===== src/hdl/bcu_pkg.sv =====
// Shared types, constants and command codes of the binomial coefficient unit.
package bcu_pkg;

    // Datapath word width and fixed port width
    localparam int WORD_BITS  = 64;
    localparam int FIELD_BITS = 64;
    localparam int CNT_BITS   = $clog2(WORD_BITS + 1);

    // Controller states
    typedef enum logic [4:0] {
        S_IDLE,
        S_CHECK,
        S_LOOP,
        S_CMP1,
        S_DIVD,
        S_STEP,
        S_EU_TEST,
        S_NG,
        S_DG,
        S_EU2,
        S_RG,
        S_DRG,
        S_CHK2,
        S_CMP2,
        S_DIVDR,
        S_WAIT,
        S_FIN
    } t_state;

    // Datapath operations
    typedef enum logic [4:0] {
        OP_NONE,
        OP_LOAD,
        OP_MIRROR,
        OP_DIV_TOPN,
        OP_DIV_TOPNR,
        OP_DIV_RD,
        OP_DIV_RDR,
        OP_DIV_NG,
        OP_DIV_DG,
        OP_DIV_RG,
        OP_DIV_DRG,
        OP_EU_MOD,
        OP_MUL_RN,
        OP_MUL_RNR,
        OP_STEP,
        OP_EU_ND,
        OP_EU_RDR,
        OP_RES
    } t_op;

    // Result selection
    typedef enum logic [2:0] {
        RES_ONE,
        RES_N,
        RES_ZERO,
        RES_R,
        RES_OVF
    } t_res;

    // Write-back destination of the divider
    typedef enum logic [2:0] {
        DST_Q,
        DST_R,
        DST_NR,
        DST_DR,
        DST_B
    } t_dst;

    typedef struct packed {
        t_op  op;
        t_res res;
    } t_cmd;

    typedef struct packed {
        logic k_zero;
        logic k_one;
        logic k_ge_n;
        logic k_eq_n;
        logic k_gt_half;
        logic d_gt_k;
        logic r_ge_q;
        logic b_zero;
        logic nr_dr_zero;
        logic unit_done;
        logic out_free;
    } t_status;

endpackage


===== src/hdl/bcu_div.sv =====
// Restoring divider, one quotient bit per cycle.
module bcu_div (
    input  logic                          i_clk,
    input  logic                          i_rst_n,
    input  logic                          i_start,
    input  logic [bcu_pkg::WORD_BITS-1:0] i_dividend,
    input  logic [bcu_pkg::WORD_BITS-1:0] i_divisor,
    output logic [bcu_pkg::WORD_BITS-1:0] o_quotient,
    output logic [bcu_pkg::WORD_BITS-1:0] o_remainder,
    output logic                          o_done
);
    logic [bcu_pkg::WORD_BITS-1:0] r_rem;
    logic [bcu_pkg::WORD_BITS-1:0] r_quo;
    logic [bcu_pkg::WORD_BITS-1:0] r_dvs;
    logic [bcu_pkg::CNT_BITS-1:0]  r_cnt;
    logic                          r_busy;
    logic                          r_done;
    logic [bcu_pkg::WORD_BITS:0]   shifted;
    logic [bcu_pkg::WORD_BITS:0]   diff;

    // Trial subtraction
    assign shifted = {r_rem, r_quo[bcu_pkg::WORD_BITS-1]};
    assign diff    = shifted - {1'b0, r_dvs};

    // Control
    always_ff @(posedge i_clk) begin
        if (!i_rst_n) begin
            r_busy <= 1'b0;
            r_done <= 1'b0;
            r_cnt  <= '0;
        end else begin
            r_done <= 1'b0;
            if (i_start) begin
                r_busy <= 1'b1;
                r_cnt  <= bcu_pkg::CNT_BITS'(bcu_pkg::WORD_BITS);
            end else if (r_busy) begin
                r_cnt <= r_cnt - 1'b1;
                if (r_cnt == bcu_pkg::CNT_BITS'(1)) begin
                    r_busy <= 1'b0;
                    r_done <= 1'b1;
                end
            end
        end
    end

    // Partial remainder and quotient
    always_ff @(posedge i_clk) begin
        if (i_start) begin
            r_rem <= '0;
            r_quo <= i_dividend;
            r_dvs <= i_divisor;
        end else if (r_busy) begin
            if (!diff[bcu_pkg::WORD_BITS]) begin
                r_rem <= diff[bcu_pkg::WORD_BITS-1:0];
                r_quo <= {r_quo[bcu_pkg::WORD_BITS-2:0], 1'b1};
            end else begin
                r_rem <= shifted[bcu_pkg::WORD_BITS-1:0];
                r_quo <= {r_quo[bcu_pkg::WORD_BITS-2:0], 1'b0};
            end
        end
    end

    assign o_quotient  = r_quo;
    assign o_remainder = r_rem;
    assign o_done      = r_done;
endmodule


===== src/hdl/bcu_mul.sv =====
// Shift-and-add multiplier, low word of the product, one bit per cycle.
module bcu_mul (
    input  logic                          i_clk,
    input  logic                          i_rst_n,
    input  logic                          i_start,
    input  logic [bcu_pkg::WORD_BITS-1:0] i_a,
    input  logic [bcu_pkg::WORD_BITS-1:0] i_b,
    output logic [bcu_pkg::WORD_BITS-1:0] o_product,
    output logic                          o_done
);
    logic [bcu_pkg::WORD_BITS-1:0] r_acc;
    logic [bcu_pkg::WORD_BITS-1:0] r_mc;
    logic [bcu_pkg::WORD_BITS-1:0] r_mp;
    logic [bcu_pkg::CNT_BITS-1:0]  r_cnt;
    logic                          r_busy;
    logic                          r_done;

    // Control
    always_ff @(posedge i_clk) begin
        if (!i_rst_n) begin
            r_busy <= 1'b0;
            r_done <= 1'b0;
            r_cnt  <= '0;
        end else begin
            r_done <= 1'b0;
            if (i_start) begin
                r_busy <= 1'b1;
                r_cnt  <= bcu_pkg::CNT_BITS'(bcu_pkg::WORD_BITS);
            end else if (r_busy) begin
                r_cnt <= r_cnt - 1'b1;
                if (r_cnt == bcu_pkg::CNT_BITS'(1)) begin
                    r_busy <= 1'b0;
                    r_done <= 1'b1;
                end
            end
        end
    end

    // Accumulate shifted multiplicand
    always_ff @(posedge i_clk) begin
        if (i_start) begin
            r_acc <= '0;
            r_mc  <= i_a;
            r_mp  <= i_b;
        end else if (r_busy) begin
            if (r_mp[0]) begin
                r_acc <= r_acc + r_mc;
            end
            r_mc <= r_mc << 1;
            r_mp <= r_mp >> 1;
        end
    end

    assign o_product = r_acc;
    assign o_done    = r_done;
endmodule


===== src/hdl/bcu_dp.sv =====
// Datapath: working registers, shared divider and multiplier, output register.
module bcu_dp (
    input  logic                           i_clk,
    input  logic                           i_rst_n,
    input  bcu_pkg::t_cmd                  i_cmd,
    output bcu_pkg::t_status               o_status,
    input  logic [bcu_pkg::FIELD_BITS-1:0] i_set_size,
    input  logic [bcu_pkg::FIELD_BITS-1:0] i_choose_count,
    output logic                           o_out_valid,
    input  logic                           i_out_ready,
    output logic [bcu_pkg::FIELD_BITS-1:0] o_coefficient,
    output logic                           o_overflowed
);
    localparam logic [bcu_pkg::WORD_BITS-1:0] TOP = '1;

    logic [bcu_pkg::WORD_BITS-1:0] r_n, r_k, r_d, r_r, r_q, r_a, r_b, r_nr, r_dr;
    logic [bcu_pkg::WORD_BITS-1:0] r_coef;
    logic                          r_ovf;
    logic                          r_oval;
    bcu_pkg::t_dst                 r_dst;
    bcu_pkg::t_dst                 n_dst;
    logic [bcu_pkg::WORD_BITS-1:0] g;
    logic [bcu_pkg::WORD_BITS-1:0] div_x, div_y, quo, rem, prod, mul_b;
    logic                          div_start, div_done, mul_start, mul_done;

    // Gcd result, never zero
    assign g = (r_a == '0) ? bcu_pkg::WORD_BITS'(1) : r_a;

    // Divider operand selection
    always_comb begin
        div_start = 1'b1;
        div_x     = r_r;
        div_y     = r_d;
        n_dst     = bcu_pkg::DST_R;
        unique case (i_cmd.op)
            bcu_pkg::OP_DIV_TOPN:  begin div_x = TOP; div_y = r_n;  n_dst = bcu_pkg::DST_Q;  end
            bcu_pkg::OP_DIV_TOPNR: begin div_x = TOP; div_y = r_nr; n_dst = bcu_pkg::DST_Q;  end
            bcu_pkg::OP_DIV_RD:    begin div_x = r_r; div_y = r_d;  n_dst = bcu_pkg::DST_R;  end
            bcu_pkg::OP_DIV_RDR:   begin div_x = r_r; div_y = r_dr; n_dst = bcu_pkg::DST_R;  end
            bcu_pkg::OP_DIV_NG:    begin div_x = r_n; div_y = g;    n_dst = bcu_pkg::DST_NR; end
            bcu_pkg::OP_DIV_DG:    begin div_x = r_d; div_y = g;    n_dst = bcu_pkg::DST_DR; end
            bcu_pkg::OP_DIV_RG:    begin div_x = r_r; div_y = g;    n_dst = bcu_pkg::DST_R;  end
            bcu_pkg::OP_DIV_DRG:   begin div_x = r_dr; div_y = g;   n_dst = bcu_pkg::DST_DR; end
            bcu_pkg::OP_EU_MOD:    begin div_x = r_a; div_y = r_b;  n_dst = bcu_pkg::DST_B;  end
            default:               div_start = 1'b0;
        endcase
    end

    // Multiplier start and operand
    assign mul_start = (i_cmd.op == bcu_pkg::OP_MUL_RN) || (i_cmd.op == bcu_pkg::OP_MUL_RNR);
    assign mul_b     = (i_cmd.op == bcu_pkg::OP_MUL_RNR) ? r_nr : r_n;

    bcu_div u_div (
        .i_clk      (i_clk),
        .i_rst_n    (i_rst_n),
        .i_start    (div_start),
        .i_dividend (div_x),
        .i_divisor  (div_y),
        .o_quotient (quo),
        .o_remainder(rem),
        .o_done     (div_done)
    );

    bcu_mul u_mul (
        .i_clk    (i_clk),
        .i_rst_n  (i_rst_n),
        .i_start  (mul_start),
        .i_a      (r_r),
        .i_b      (mul_b),
        .o_product(prod),
        .o_done   (mul_done)
    );

    // Working registers
    always_ff @(posedge i_clk) begin
        if (div_start) begin
            r_dst <= n_dst;
        end
        if (div_done) begin
            unique case (r_dst)
                bcu_pkg::DST_Q:  r_q  <= quo;
                bcu_pkg::DST_R:  r_r  <= quo;
                bcu_pkg::DST_NR: r_nr <= quo;
                bcu_pkg::DST_DR: r_dr <= quo;
                bcu_pkg::DST_B:  begin r_a <= r_b; r_b <= rem; end
                default:         r_q  <= quo;
            endcase
        end
        if (mul_done) begin
            r_r <= prod;
        end
        unique case (i_cmd.op)
            bcu_pkg::OP_LOAD: begin
                r_n <= i_set_size[bcu_pkg::WORD_BITS-1:0];
                r_k <= i_choose_count[bcu_pkg::WORD_BITS-1:0];
                r_r <= bcu_pkg::WORD_BITS'(1);
                r_d <= bcu_pkg::WORD_BITS'(1);
            end
            bcu_pkg::OP_MIRROR: r_k <= r_n - r_k;
            bcu_pkg::OP_STEP: begin
                r_n <= r_n - 1'b1;
                r_d <= r_d + 1'b1;
            end
            bcu_pkg::OP_EU_ND: begin
                r_a <= (r_d < r_n) ? r_d : r_n;
                r_b <= (r_d < r_n) ? r_n : r_d;
            end
            bcu_pkg::OP_EU_RDR: begin
                r_a <= (r_dr < r_r) ? r_dr : r_r;
                r_b <= (r_dr < r_r) ? r_r : r_dr;
            end
            default: ;
        endcase
    end

    // Result payload
    always_ff @(posedge i_clk) begin
        if (i_cmd.op == bcu_pkg::OP_RES) begin
            r_ovf <= (i_cmd.res == bcu_pkg::RES_OVF);
            unique case (i_cmd.res)
                bcu_pkg::RES_ONE:  r_coef <= bcu_pkg::WORD_BITS'(1);
                bcu_pkg::RES_N:    r_coef <= r_n;
                bcu_pkg::RES_ZERO: r_coef <= '0;
                bcu_pkg::RES_R:    r_coef <= r_r;
                bcu_pkg::RES_OVF:  r_coef <= '0;
                default:           r_coef <= '0;
            endcase
        end
    end

    // Output valid
    always_ff @(posedge i_clk) begin
        if (!i_rst_n) begin
            r_oval <= 1'b0;
        end else if (i_cmd.op == bcu_pkg::OP_RES) begin
            r_oval <= 1'b1;
        end else if (i_out_ready) begin
            r_oval <= 1'b0;
        end
    end

    // Status to controller
    always_comb begin
        o_status.k_zero     = (r_k == '0);
        o_status.k_one      = (r_k == bcu_pkg::WORD_BITS'(1));
        o_status.k_ge_n     = (r_k >= r_n);
        o_status.k_eq_n     = (r_k == r_n);
        o_status.k_gt_half  = (r_k > (r_n >> 1));
        o_status.d_gt_k     = (r_d > r_k);
        o_status.r_ge_q     = (r_r >= r_q);
        o_status.b_zero     = (r_b == '0);
        o_status.nr_dr_zero = (r_nr == '0) || (r_dr == '0);
        o_status.unit_done  = div_done || mul_done;
        o_status.out_free   = !r_oval || i_out_ready;
    end

    assign o_out_valid   = r_oval;
    assign o_coefficient = bcu_pkg::FIELD_BITS'(r_coef);
    assign o_overflowed  = r_ovf;
endmodule


===== src/hdl/bcu_ctrl.sv =====
// Controller state machine sequencing the product loop and gcd reduction.
module bcu_ctrl (
    input  logic             i_clk,
    input  logic             i_rst_n,
    input  logic             i_in_valid,
    output logic             o_in_ready,
    input  bcu_pkg::t_status i_status,
    output bcu_pkg::t_cmd    o_cmd
);
    bcu_pkg::t_state r_state, n_state, r_ret, n_ret;
    bcu_pkg::t_res   r_res, n_res;
    logic            r_pass, n_pass;

    // State registers
    always_ff @(posedge i_clk) begin
        if (!i_rst_n) begin
            r_state <= bcu_pkg::S_IDLE;
            r_ret   <= bcu_pkg::S_IDLE;
            r_res   <= bcu_pkg::RES_ZERO;
            r_pass  <= 1'b0;
        end else begin
            r_state <= n_state;
            r_ret   <= n_ret;
            r_res   <= n_res;
            r_pass  <= n_pass;
        end
    end

    // Next state
    always_comb begin
        n_state = r_state;
        n_ret   = r_ret;
        n_res   = r_res;
        n_pass  = r_pass;
        unique case (r_state)
            bcu_pkg::S_IDLE: if (i_in_valid) n_state = bcu_pkg::S_CHECK;
            bcu_pkg::S_CHECK: begin
                priority if (i_status.k_zero) begin
                    n_res = bcu_pkg::RES_ONE; n_state = bcu_pkg::S_FIN;
                end else if (i_status.k_one) begin
                    n_res = bcu_pkg::RES_N; n_state = bcu_pkg::S_FIN;
                end else if (i_status.k_ge_n) begin
                    n_res = i_status.k_eq_n ? bcu_pkg::RES_ONE : bcu_pkg::RES_ZERO;
                    n_state = bcu_pkg::S_FIN;
                end else begin
                    n_state = bcu_pkg::S_LOOP;
                end
            end
            bcu_pkg::S_LOOP: begin
                if (i_status.d_gt_k) begin
                    n_res = bcu_pkg::RES_R; n_state = bcu_pkg::S_FIN;
                end else begin
                    n_ret = bcu_pkg::S_CMP1; n_state = bcu_pkg::S_WAIT;
                end
            end
            bcu_pkg::S_CMP1: begin
                if (i_status.r_ge_q) begin
                    n_pass = 1'b0; n_state = bcu_pkg::S_EU_TEST;
                end else begin
                    n_ret = bcu_pkg::S_DIVD; n_state = bcu_pkg::S_WAIT;
                end
            end
            bcu_pkg::S_DIVD: begin n_ret = bcu_pkg::S_STEP; n_state = bcu_pkg::S_WAIT; end
            bcu_pkg::S_STEP: n_state = bcu_pkg::S_LOOP;
            bcu_pkg::S_EU_TEST: begin
                if (i_status.b_zero) begin
                    n_state = r_pass ? bcu_pkg::S_RG : bcu_pkg::S_NG;
                end else begin
                    n_ret = bcu_pkg::S_EU_TEST; n_state = bcu_pkg::S_WAIT;
                end
            end
            bcu_pkg::S_NG:  begin n_ret = bcu_pkg::S_DG;  n_state = bcu_pkg::S_WAIT; end
            bcu_pkg::S_DG:  begin n_ret = bcu_pkg::S_EU2; n_state = bcu_pkg::S_WAIT; end
            bcu_pkg::S_EU2: begin n_pass = 1'b1; n_state = bcu_pkg::S_EU_TEST; end
            bcu_pkg::S_RG:  begin n_ret = bcu_pkg::S_DRG;  n_state = bcu_pkg::S_WAIT; end
            bcu_pkg::S_DRG: begin n_ret = bcu_pkg::S_CHK2; n_state = bcu_pkg::S_WAIT; end
            bcu_pkg::S_CHK2: begin
                if (i_status.nr_dr_zero) begin
                    n_res = bcu_pkg::RES_OVF; n_state = bcu_pkg::S_FIN;
                end else begin
                    n_ret = bcu_pkg::S_CMP2; n_state = bcu_pkg::S_WAIT;
                end
            end
            bcu_pkg::S_CMP2: begin
                if (i_status.r_ge_q) begin
                    n_res = bcu_pkg::RES_OVF; n_state = bcu_pkg::S_FIN;
                end else begin
                    n_ret = bcu_pkg::S_DIVDR; n_state = bcu_pkg::S_WAIT;
                end
            end
            bcu_pkg::S_DIVDR: begin n_ret = bcu_pkg::S_STEP; n_state = bcu_pkg::S_WAIT; end
            bcu_pkg::S_WAIT: if (i_status.unit_done) n_state = r_ret;
            bcu_pkg::S_FIN:  if (i_status.out_free) n_state = bcu_pkg::S_IDLE;
            default:         n_state = bcu_pkg::S_IDLE;
        endcase
    end

    // Outputs
    always_comb begin
        o_cmd.op   = bcu_pkg::OP_NONE;
        o_cmd.res  = r_res;
        o_in_ready = 1'b0;
        unique case (r_state)
            bcu_pkg::S_IDLE: begin
                o_in_ready = 1'b1;
                if (i_in_valid) o_cmd.op = bcu_pkg::OP_LOAD;
            end
            bcu_pkg::S_CHECK: begin
                if (!i_status.k_zero && !i_status.k_one && !i_status.k_ge_n
                    && i_status.k_gt_half) begin
                    o_cmd.op = bcu_pkg::OP_MIRROR;
                end
            end
            bcu_pkg::S_LOOP:  if (!i_status.d_gt_k) o_cmd.op = bcu_pkg::OP_DIV_TOPN;
            bcu_pkg::S_CMP1: begin
                o_cmd.op = i_status.r_ge_q ? bcu_pkg::OP_EU_ND : bcu_pkg::OP_MUL_RN;
            end
            bcu_pkg::S_DIVD:    o_cmd.op = bcu_pkg::OP_DIV_RD;
            bcu_pkg::S_STEP:    o_cmd.op = bcu_pkg::OP_STEP;
            bcu_pkg::S_EU_TEST: if (!i_status.b_zero) o_cmd.op = bcu_pkg::OP_EU_MOD;
            bcu_pkg::S_NG:      o_cmd.op = bcu_pkg::OP_DIV_NG;
            bcu_pkg::S_DG:      o_cmd.op = bcu_pkg::OP_DIV_DG;
            bcu_pkg::S_EU2:     o_cmd.op = bcu_pkg::OP_EU_RDR;
            bcu_pkg::S_RG:      o_cmd.op = bcu_pkg::OP_DIV_RG;
            bcu_pkg::S_DRG:     o_cmd.op = bcu_pkg::OP_DIV_DRG;
            bcu_pkg::S_CHK2:    if (!i_status.nr_dr_zero) o_cmd.op = bcu_pkg::OP_DIV_TOPNR;
            bcu_pkg::S_CMP2:    if (!i_status.r_ge_q) o_cmd.op = bcu_pkg::OP_MUL_RNR;
            bcu_pkg::S_DIVDR:   o_cmd.op = bcu_pkg::OP_DIV_RDR;
            bcu_pkg::S_WAIT:    o_cmd.op = bcu_pkg::OP_NONE;
            bcu_pkg::S_FIN:     if (i_status.out_free) o_cmd.op = bcu_pkg::OP_RES;
            default:            o_cmd.op = bcu_pkg::OP_NONE;
        endcase
    end
endmodule


===== src/hdl/binomial_coefficient_unit.sv =====
// Top level of the binomial coefficient unit.
// Input channel: i_in_valid / o_in_ready carry a request of set size n and
// choose count k. Output channel: o_out_valid / i_out_ready carry C(n,k) and
// an overflow flag; on overflow the coefficient reads 0.
// One request is worked on at a time. Trivial cases (k of 0 or 1, k not below
// n) go from the check state straight to the finish state. Otherwise each loop step
// costs one divide for the overflow bound, one multiply and one divide, each
// run on the shared bit-serial divider and multiplier and written back when
// done; a step that needs gcd reduction adds one
// divide per Euclid iteration plus five more divides. Latency is set by the
// number of steps, at most k and never more than 34 before the value fills
// the word.
// The result sits in an output register: once written, the unit takes the
// next request while the result waits. If the receiver stalls, a finished
// result is held until the register is free.
// Reset (synchronous, active low) returns to idle and drops o_out_valid.
module binomial_coefficient_unit (
    input  logic                           i_clk,
    input  logic                           i_rst_n,
    input  logic                           i_in_valid,
    output logic                           o_in_ready,
    input  logic [bcu_pkg::FIELD_BITS-1:0] i_set_size,
    input  logic [bcu_pkg::FIELD_BITS-1:0] i_choose_count,
    output logic                           o_out_valid,
    input  logic                           i_out_ready,
    output logic [bcu_pkg::FIELD_BITS-1:0] o_coefficient,
    output logic                           o_overflowed
);
    bcu_pkg::t_cmd    cmd;
    bcu_pkg::t_status status;

    bcu_ctrl u_ctrl (
        .i_clk     (i_clk),
        .i_rst_n   (i_rst_n),
        .i_in_valid(i_in_valid),
        .o_in_ready(o_in_ready),
        .i_status  (status),
        .o_cmd     (cmd)
    );

    bcu_dp u_dp (
        .i_clk         (i_clk),
        .i_rst_n       (i_rst_n),
        .i_cmd         (cmd),
        .o_status      (status),
        .i_set_size    (i_set_size),
        .i_choose_count(i_choose_count),
        .o_out_valid   (o_out_valid),
        .i_out_ready   (i_out_ready),
        .o_coefficient (o_coefficient),
        .o_overflowed  (o_overflowed)
    );
endmodule


===== config.mk =====
export PLATFORM = sky130hd
export DESIGN_NAME = binomial_coefficient_unit
export DESIGN_NICKNAME = d
export VERILOG_FILES = /design/src/hdl/bcu_pkg.sv /design/src/hdl/bcu_div.sv /design/src/hdl/bcu_mul.sv /design/src/hdl/bcu_dp.sv /design/src/hdl/bcu_ctrl.sv /design/src/hdl/binomial_coefficient_unit.sv
export SDC_FILE = /design/constraint.sdc
export NUM_CORES = 2
export LEC_CHECK = 0
export ABC_CLOCK_PERIOD_IN_PS = 15500
export BUFFER_PORTS_ARGS = -buffer_cell sky130_fd_sc_hd__buf_2
export CAP_MARGIN = 20
export CORE_UTILIZATION = 44
export DETAILED_ROUTE_END_ITERATION = 8
export GPL_TIMING_DRIVEN = 0
export SYNTH_ARGS = -nofsm -noshare
export SYNTH_HDL_FRONTEND = slang
export SYNTH_SLANG_ARGS = --single-unit

===== constraint.sdc =====
create_clock -name i_clk -period 15.5 [get_ports i_clk]
set_input_delay 2.325 -clock i_clk [delete_from_list [all_inputs] [get_ports i_clk]]
set_output_delay 2.325 -clock i_clk [all_outputs]
set_load 0.05 [all_outputs]

Word-level counts from Yosys, hierarchy flattened
Index checks and enable logic that the tools add are counted.

storage, ports and cells
  register bits after elaboration = 1061
  input port bits = 132
  word-level logic and storage cells = 240

cells by class
  $add $sub $neg = 7
  $lt $le $gt $ge = 6
  eq/ne operators = 57
  multiplexer cells = 84
  bitwise logic cells = 4
  reduce and logical (&&, ||, !) cells = 51

operators by type and width
  kind                   number
  $mux 64                20
  $pmux 64 s2            5
  $pmux 64 s5            2
  $logic_not 64->1       5
  $pmux 64 s3            1
  $ge 64x64->1           2
  $lt 64x64->1           2
  $eq 5x4->1 const B     16
  $mux 5                 16
  $pmux 5 s16            1
  $sub 65x64->65         1
  $add 64x1->64 const B  1
  $add 64x64->64         1
  $eq 64x1->1 const B    1
  $eq 64x64->1           1
  $gt 64x63->1           1
  $gt 64x64->1           1
  $sub 64x1->64 const B  1
  $sub 64x64->64         1
  $pmux 5 s12            1
  $pmux 5 s10            1
  $eq 5x3->1 const B     8
  $mux 7                 4
  $pmux 3 s4             2
  35 further kinds       114

Depth between registers and ports, before layout
  depth in word-level cells = 11
  depth in mapped cells = 19
  mapped depth without buffers = 15

Cells and area by module
Synthesis repeated with hierarchy kept, for this count alone.

unflattened totals
  cells, all modules = 7472
  area, all modules = 71773.8 um^2

by module, submodules not included
  module    times used  cells an instance  area each (um^2)  sequential area each (um^2)
  bcu_dp    1           4920               46819.9           18718.0
  bcu_div   1           1262               12125.4           5305.1
  bcu_mul   1           1124               11609.9           5305.1
  bcu_ctrl  1           166                1218.7            260.2

Worst setup path after synthesis
Ideal clock, no wire load.

  path type = input to register
  from = in i_out_ready
  to = reg u_dp.r_k[0] (netlist name), enable pin
  arrival time = 9.850 ns
  path slack = 5.143 ns
  cell stages on the path = 9
  cell sequence = nand2b_1 > nor2b_1 > nor3_1 > o21ai_0 > and2_1 > clkbuf_1 > clkbuf_1 > nand3_1 > a21oi_1

between the ends
  longest elaborated chain between the ends = 5
  elaborated cells between the ends (all ways) = 6
  classes of those cells = eq/ne: 2; mux: 2; reduce/logical: 2

RTL lines
  what                                             line                             source
  start: declaration                               binomial_coefficient_unit.sv:25  input logic i_out_ready,
  $logic_or 1x1->1 *                               bcu_dp.sv:154                    o_status.out_free = !r_oval || i_out_ready;
  $mux 5 *                                         bcu_ctrl.sv:130                  bcu_pkg::S_FIN: if (i_status.out_free) o_cmd.op = bcu_pkg::OP_RES;
  $pmux 5 s16 *                                    bcu_ctrl.sv:103                  unique case (r_state)
  $eq 5x2->1 / $eq 5x1->1 (equally long branches)  bcu_dp.sv:92                     unique case (i_cmd.op)
  $reduce_bool 2->1 (no line) *                    -
  end signal: assignment                           bcu_dp.sv:95                     r_k <= i_choose_count[bcu_pkg::WORD_BITS-1:0];
  end signal: assignment                           bcu_dp.sv:99                     bcu_pkg::OP_MIRROR: r_k <= r_n - r_k;
  end: declaration                                 bcu_dp.sv:16                     logic [bcu_pkg::WORD_BITS-1:0] r_n, r_k, r_d, r_r, r_q, r_a, r_b, r_nr, r_dr;

Mark *: on every way between the ends. The rest lies on a longest branch, timed or not.
A chain may end at the register's enable or synchronous reset.

Final worst setup path
  from = reg u_dp.r_r[0] (netlist name)
  to = reg u_dp.u_mul.r_mp[9] (netlist name), enable pin

between the ends
  longest elaborated chain between the ends = 6
  elaborated cells between the ends (all ways) = 8
  classes of those cells = order compare: 1; eq/ne: 2; mux: 3; reduce/logical: 2

RTL lines
  what                                     line                              source
  start: declaration                       bcu_dp.sv:16
  start signal: assignment                 bcu_dp.sv:82                      bcu_pkg::DST_R: r_r <= quo;
  start signal: assignment                 bcu_dp.sv:90                      r_r <= prod;
  start signal: assignment                 bcu_dp.sv:96                      r_r <= bcu_pkg::WORD_BITS'(1);
  $ge 64x64->1 *                           bcu_dp.sv:150                     o_status.r_ge_q = (r_r >= r_q);
  $mux 4 / $mux 2 (equally long branches)  bcu_ctrl.sv:127, bcu_ctrl.sv:116
  $pmux 5 s16 *                            bcu_ctrl.sv:103
  $eq 5x4->1                               bcu_dp.sv:50                      assign mul_start = (i_cmd.op == bcu_pkg::OP_MUL_RN) || (i_cmd.op == bcu_pkg::OP_MUL_RNR);
  $logic_or 1x1->1 *                       bcu_dp.sv:50
  $reduce_bool 2->1 (no line) *            -
  end signal: assignment                   bcu_mul.sv:44                     r_mp <= i_b;
  end signal: assignment                   bcu_mul.sv:50                     r_mp <= r_mp >> 1;
  end: declaration                         bcu_mul.sv:13                     logic [bcu_pkg::WORD_BITS-1:0] r_mp;

Marked as above.

==> metrics.yaml <==
outcome: "finished, violations left"
violations: "design-rule violations"
crit_path_frequent_cell: "o21ai_0"
core_area_um2: 156000
worstMarginPinSlew_ns: 1.43
area_delta_synth_final_pct: 13.0
drt-total-wl_um: 354000
min_path_type: "reg2reg"
final_cell_mix: "894 x nand2_1, 836 x edfxtp_1, 520 x a21oi_1, 514 x ha_1, 468 x o21ai_0"
firstDrtPassIters: 9
synthTopCellsByArea: "edfxtp_1 36%, ha_1 9.3%, dfxtp_1 6.5%, nand2_1 4.8%, mux2i_1 3.9%"
power.density_nw_per_um2: 236
cts_tree: "built"
path_cells: "inv_1 -> ha_1 -> nand2b_1 -> a21oi_1 -> o21ai_0 -> nor4b_1 -> o21ai_0 -> o21ai_0 -> a221oi_2 -> and3_1 -> clkbuf_1 -> nor2_1 -> or4b_1 -> buf_2 -> buf_6 -> clkbuf_1 -> nand2_4 -> buf_16 -> buf_16"
avgRoutedWirePerCell_um: 35.5
gr-total-overflow: 0
vdd_drop_max_v: 0.000146
final_common_cell: "nand2_1"
rows: 145
synth.top_cell.area_share_pct: 36.1
drive_gt1_share_pct: 7.07
synth_flop_cell: "edfxtp_1"
syn_area_um2: 69500
place.gp.congestion: 1.08
syn-mean-instance-area_um2: 9.36
power_leakage_nw: 31.0
period_share_pct: 58.1
synth.distinct_cells: 90
fin_crit_ns: 9.01
grt_pass1_vias: 60900
crit_slowest_cell: "a221oi_2"
synth_nets: 8069
hold_violations: 0
die-area_um2: 159000
synth_edf_count: 836
track_usage_pct: 43.1
fillCellCount: 15000
htreeDepth: 4
initialDrtViolationCount: 9784
drv_cap: 0
grt.met1_usage_pct: 55.7
power_w: 0.0185
drc: 29
yosys_register_bits: 1060
cts_setup_buffers: 0
ctsResizeCount: 0
path_class: "reg2reg"
crit_required_ns: 15.94
clockBufferDepth: 3
finalNetCount: 8453
die_h_um: 399
grt.met2_usage_pct: 65.0
crit_family: "compound AO/OA/AOI/OAI gates"
crit_arrival_ns: 9.45
fp.dieW_um: 399
yosysTopAreaCell: "edfxtp_1"
slew_headroom_pct: 4.89
rsz0062_at_grt: "false"
yosysSeqAreaShare_pct: 42.6
cp-start-kind: "flip-flop"
clockRootBuffer: "clkbuf_16"
grt_max_degree: 65
worstSetupEndpointType: "flip-flop"
critPathMaxFanout: 53
drtAntennaViolNets: 0
fmax_ghz: 0.111
timing.critical_path.buf_inv: 7
num_io_pins: 199
finalSetupViolations: 0
skew_ns: 0.0621
hold_buffers: 0
clk_pin_slew_worst_paths_ns: 0.06
ys_async_sr_fraction_pct: 0
grt_antenna_before_repair: 46
final.hold.worst_slack_ns: 0.485
avgViaCountPerCell: 6.66
grt_pass1_wl_um: 479000
numCtsBuffers: 131
grt_busiest_layer: "met2"
clock-sinks: 1060
utilization_pct: 50.2
insertion_delay_ns: 0.79
port_buffers: 198
grtUsageMet3_pct: 12.5
hpwl_um: 286000
dr_total_vias: 66400
slowest_delay_ns: 1.17
yosysWarnings: 0
synthCells: 7420
start_util_pct: 44.4
slew_viol_final: 0
tightest hold or removal path, stage by stage (launching register included):
cell     delay (ns)
dfxtp_1        0.32
nand2_1        0.06
a21oi_1        0.06
final timing paths:
path | startpoint | end | slack [ns] | depth (start not counted)
min reg2reg | u_dp.u_mul.r_cnt[0] | u_dp.u_mul.r_cnt[0] | 0.48 | 2
max reg2reg | u_dp.r_r[0] | u_dp.u_mul.r_mp[9] | 6.49 | 19
min | u_dp.u_mul.r_cnt[0] | u_dp.u_mul.r_cnt[0] | 0.48 | 2
max | u_dp.r_r[0] | u_dp.u_mul.r_mp[9] | 6.49 | 19
routing by layer:
metal / vias to the layer above / part of all wire, % / wire length (µm)
li1: 28600 / - / -
met2: 4113 / 43 / 152000
met4: 26 / 6.4 / 22700
met3: 969 / 11 / 39600
met5: - / 0.050 / 176
met1: 32700 / 40 / 140000
area by class of cell:
cell class / count / area, µm² / share of cell area, %
antenna: 14 / 35.0 / 0.0446
buffer: 491 / 1940 / 2.47
clock buffer: 162 / 3510 / 4.47
clock inverter: 75 / 971 / 1.24
inverter: 410 / 1540 / 1.97
multi-input combinational: 5459 / 36500 / 46.5
sequential: 1060 / 29600 / 37.7
tap: 2058 / 2570 / 3.28
timing repair buffer: 251 / 1840 / 2.35
where the power goes:
| group | internal, W | total (W) | switching [W] |
|---|---|---|---|
| Clock | 0.00190 | 0.00331 | 0.00141 |
| Sequential | 0.00426 | 0.00542 | 0.00117 |
| Combinational | 0.00311 | 0.00978 | 0.00666 |
| Total | 0.00927 | 0.0185 | 0.00924 |
cell usage after synthesis, types with 13 or more instances:
cell / count
o22ai_1: 69
a221oi_1: 13
xor2_1: 111
o21a_1: 28
mux2i_1: 270
nand4_1: 145
o21ai_1: 131
and2_1: 20
nor3_1: 76
a21oi_1: 521
o22a_1: 128
buf_2: 43
a22o_1: 63
inv_1: 405
a222oi_1: 127
nor2b_1: 53
nand2b_1: 32
edfxtp_1: 836
and4_1: 19
nor4_1: 115
and3_1: 38
a21boi_0: 17
buf_1: 38
o211ai_1: 25
dfxtp_1: 224
or3_1: 24
o311ai_0: 72
xnor2_1: 188
a21o_1: 192
o21ai_0: 468
clkbuf_1: 404
o31ai_1: 18
nor2_1: 454
ha_1: 514
a211oi_1: 121
nand2_1: 896
o21bai_1: 26
a221o_1: 66
nand3_1: 242
a31oi_1: 37
cells by family after synthesis:
kind of cell	Yosys count	share of synthesized area, %
compound gates	2207	21.0
xor+xnor	299	3.77
fa+ha+maj	517	9.35
buf+inv	901	5.02
flops	1060	42.6
mux	272	3.92
simple gates	2164	14.3
state kept, by name, indices dropped and copies added (netlist names), 7 cells and up:
register	count
u_dp.r_b	64
u_dp.u_mul.r_cnt	7
u_dp.u_div.o_quotient	64
u_dp.u_mul.r_mp	64
u_dp.r_k	64
u_dp.r_n	64
u_dp.r_nr	64
u_dp.o_coefficient	64
u_dp.r_d	64
u_dp.r_q	64
u_dp.u_div.o_remainder	64
u_dp.r_dr	64
u_dp.u_mul.o_product	64
u_dp.r_a	64
u_dp.u_div.r_cnt	7
u_dp.u_div.r_dvs	64
u_dp.u_mul.r_mc	64
u_dp.r_r	64
stage by stage:
stage / setup slack, ns / area (µm²) / setup TNS, ns / std cells
final: 6.49 / 78500 / 0 / 9980
after global routing: 6.74 / 78500 / 0 / 9966
after CTS: 7.03 / 78400 / 0 / 9958
after detailed placement: 7.04 / 73900 / 0 / 9721
after global placement: -1.84 / 73000 / -116.58 / 9676
after floorplan: 5.14 / 69500 / 0 / 7420
(Power assumes the default switching activity.)
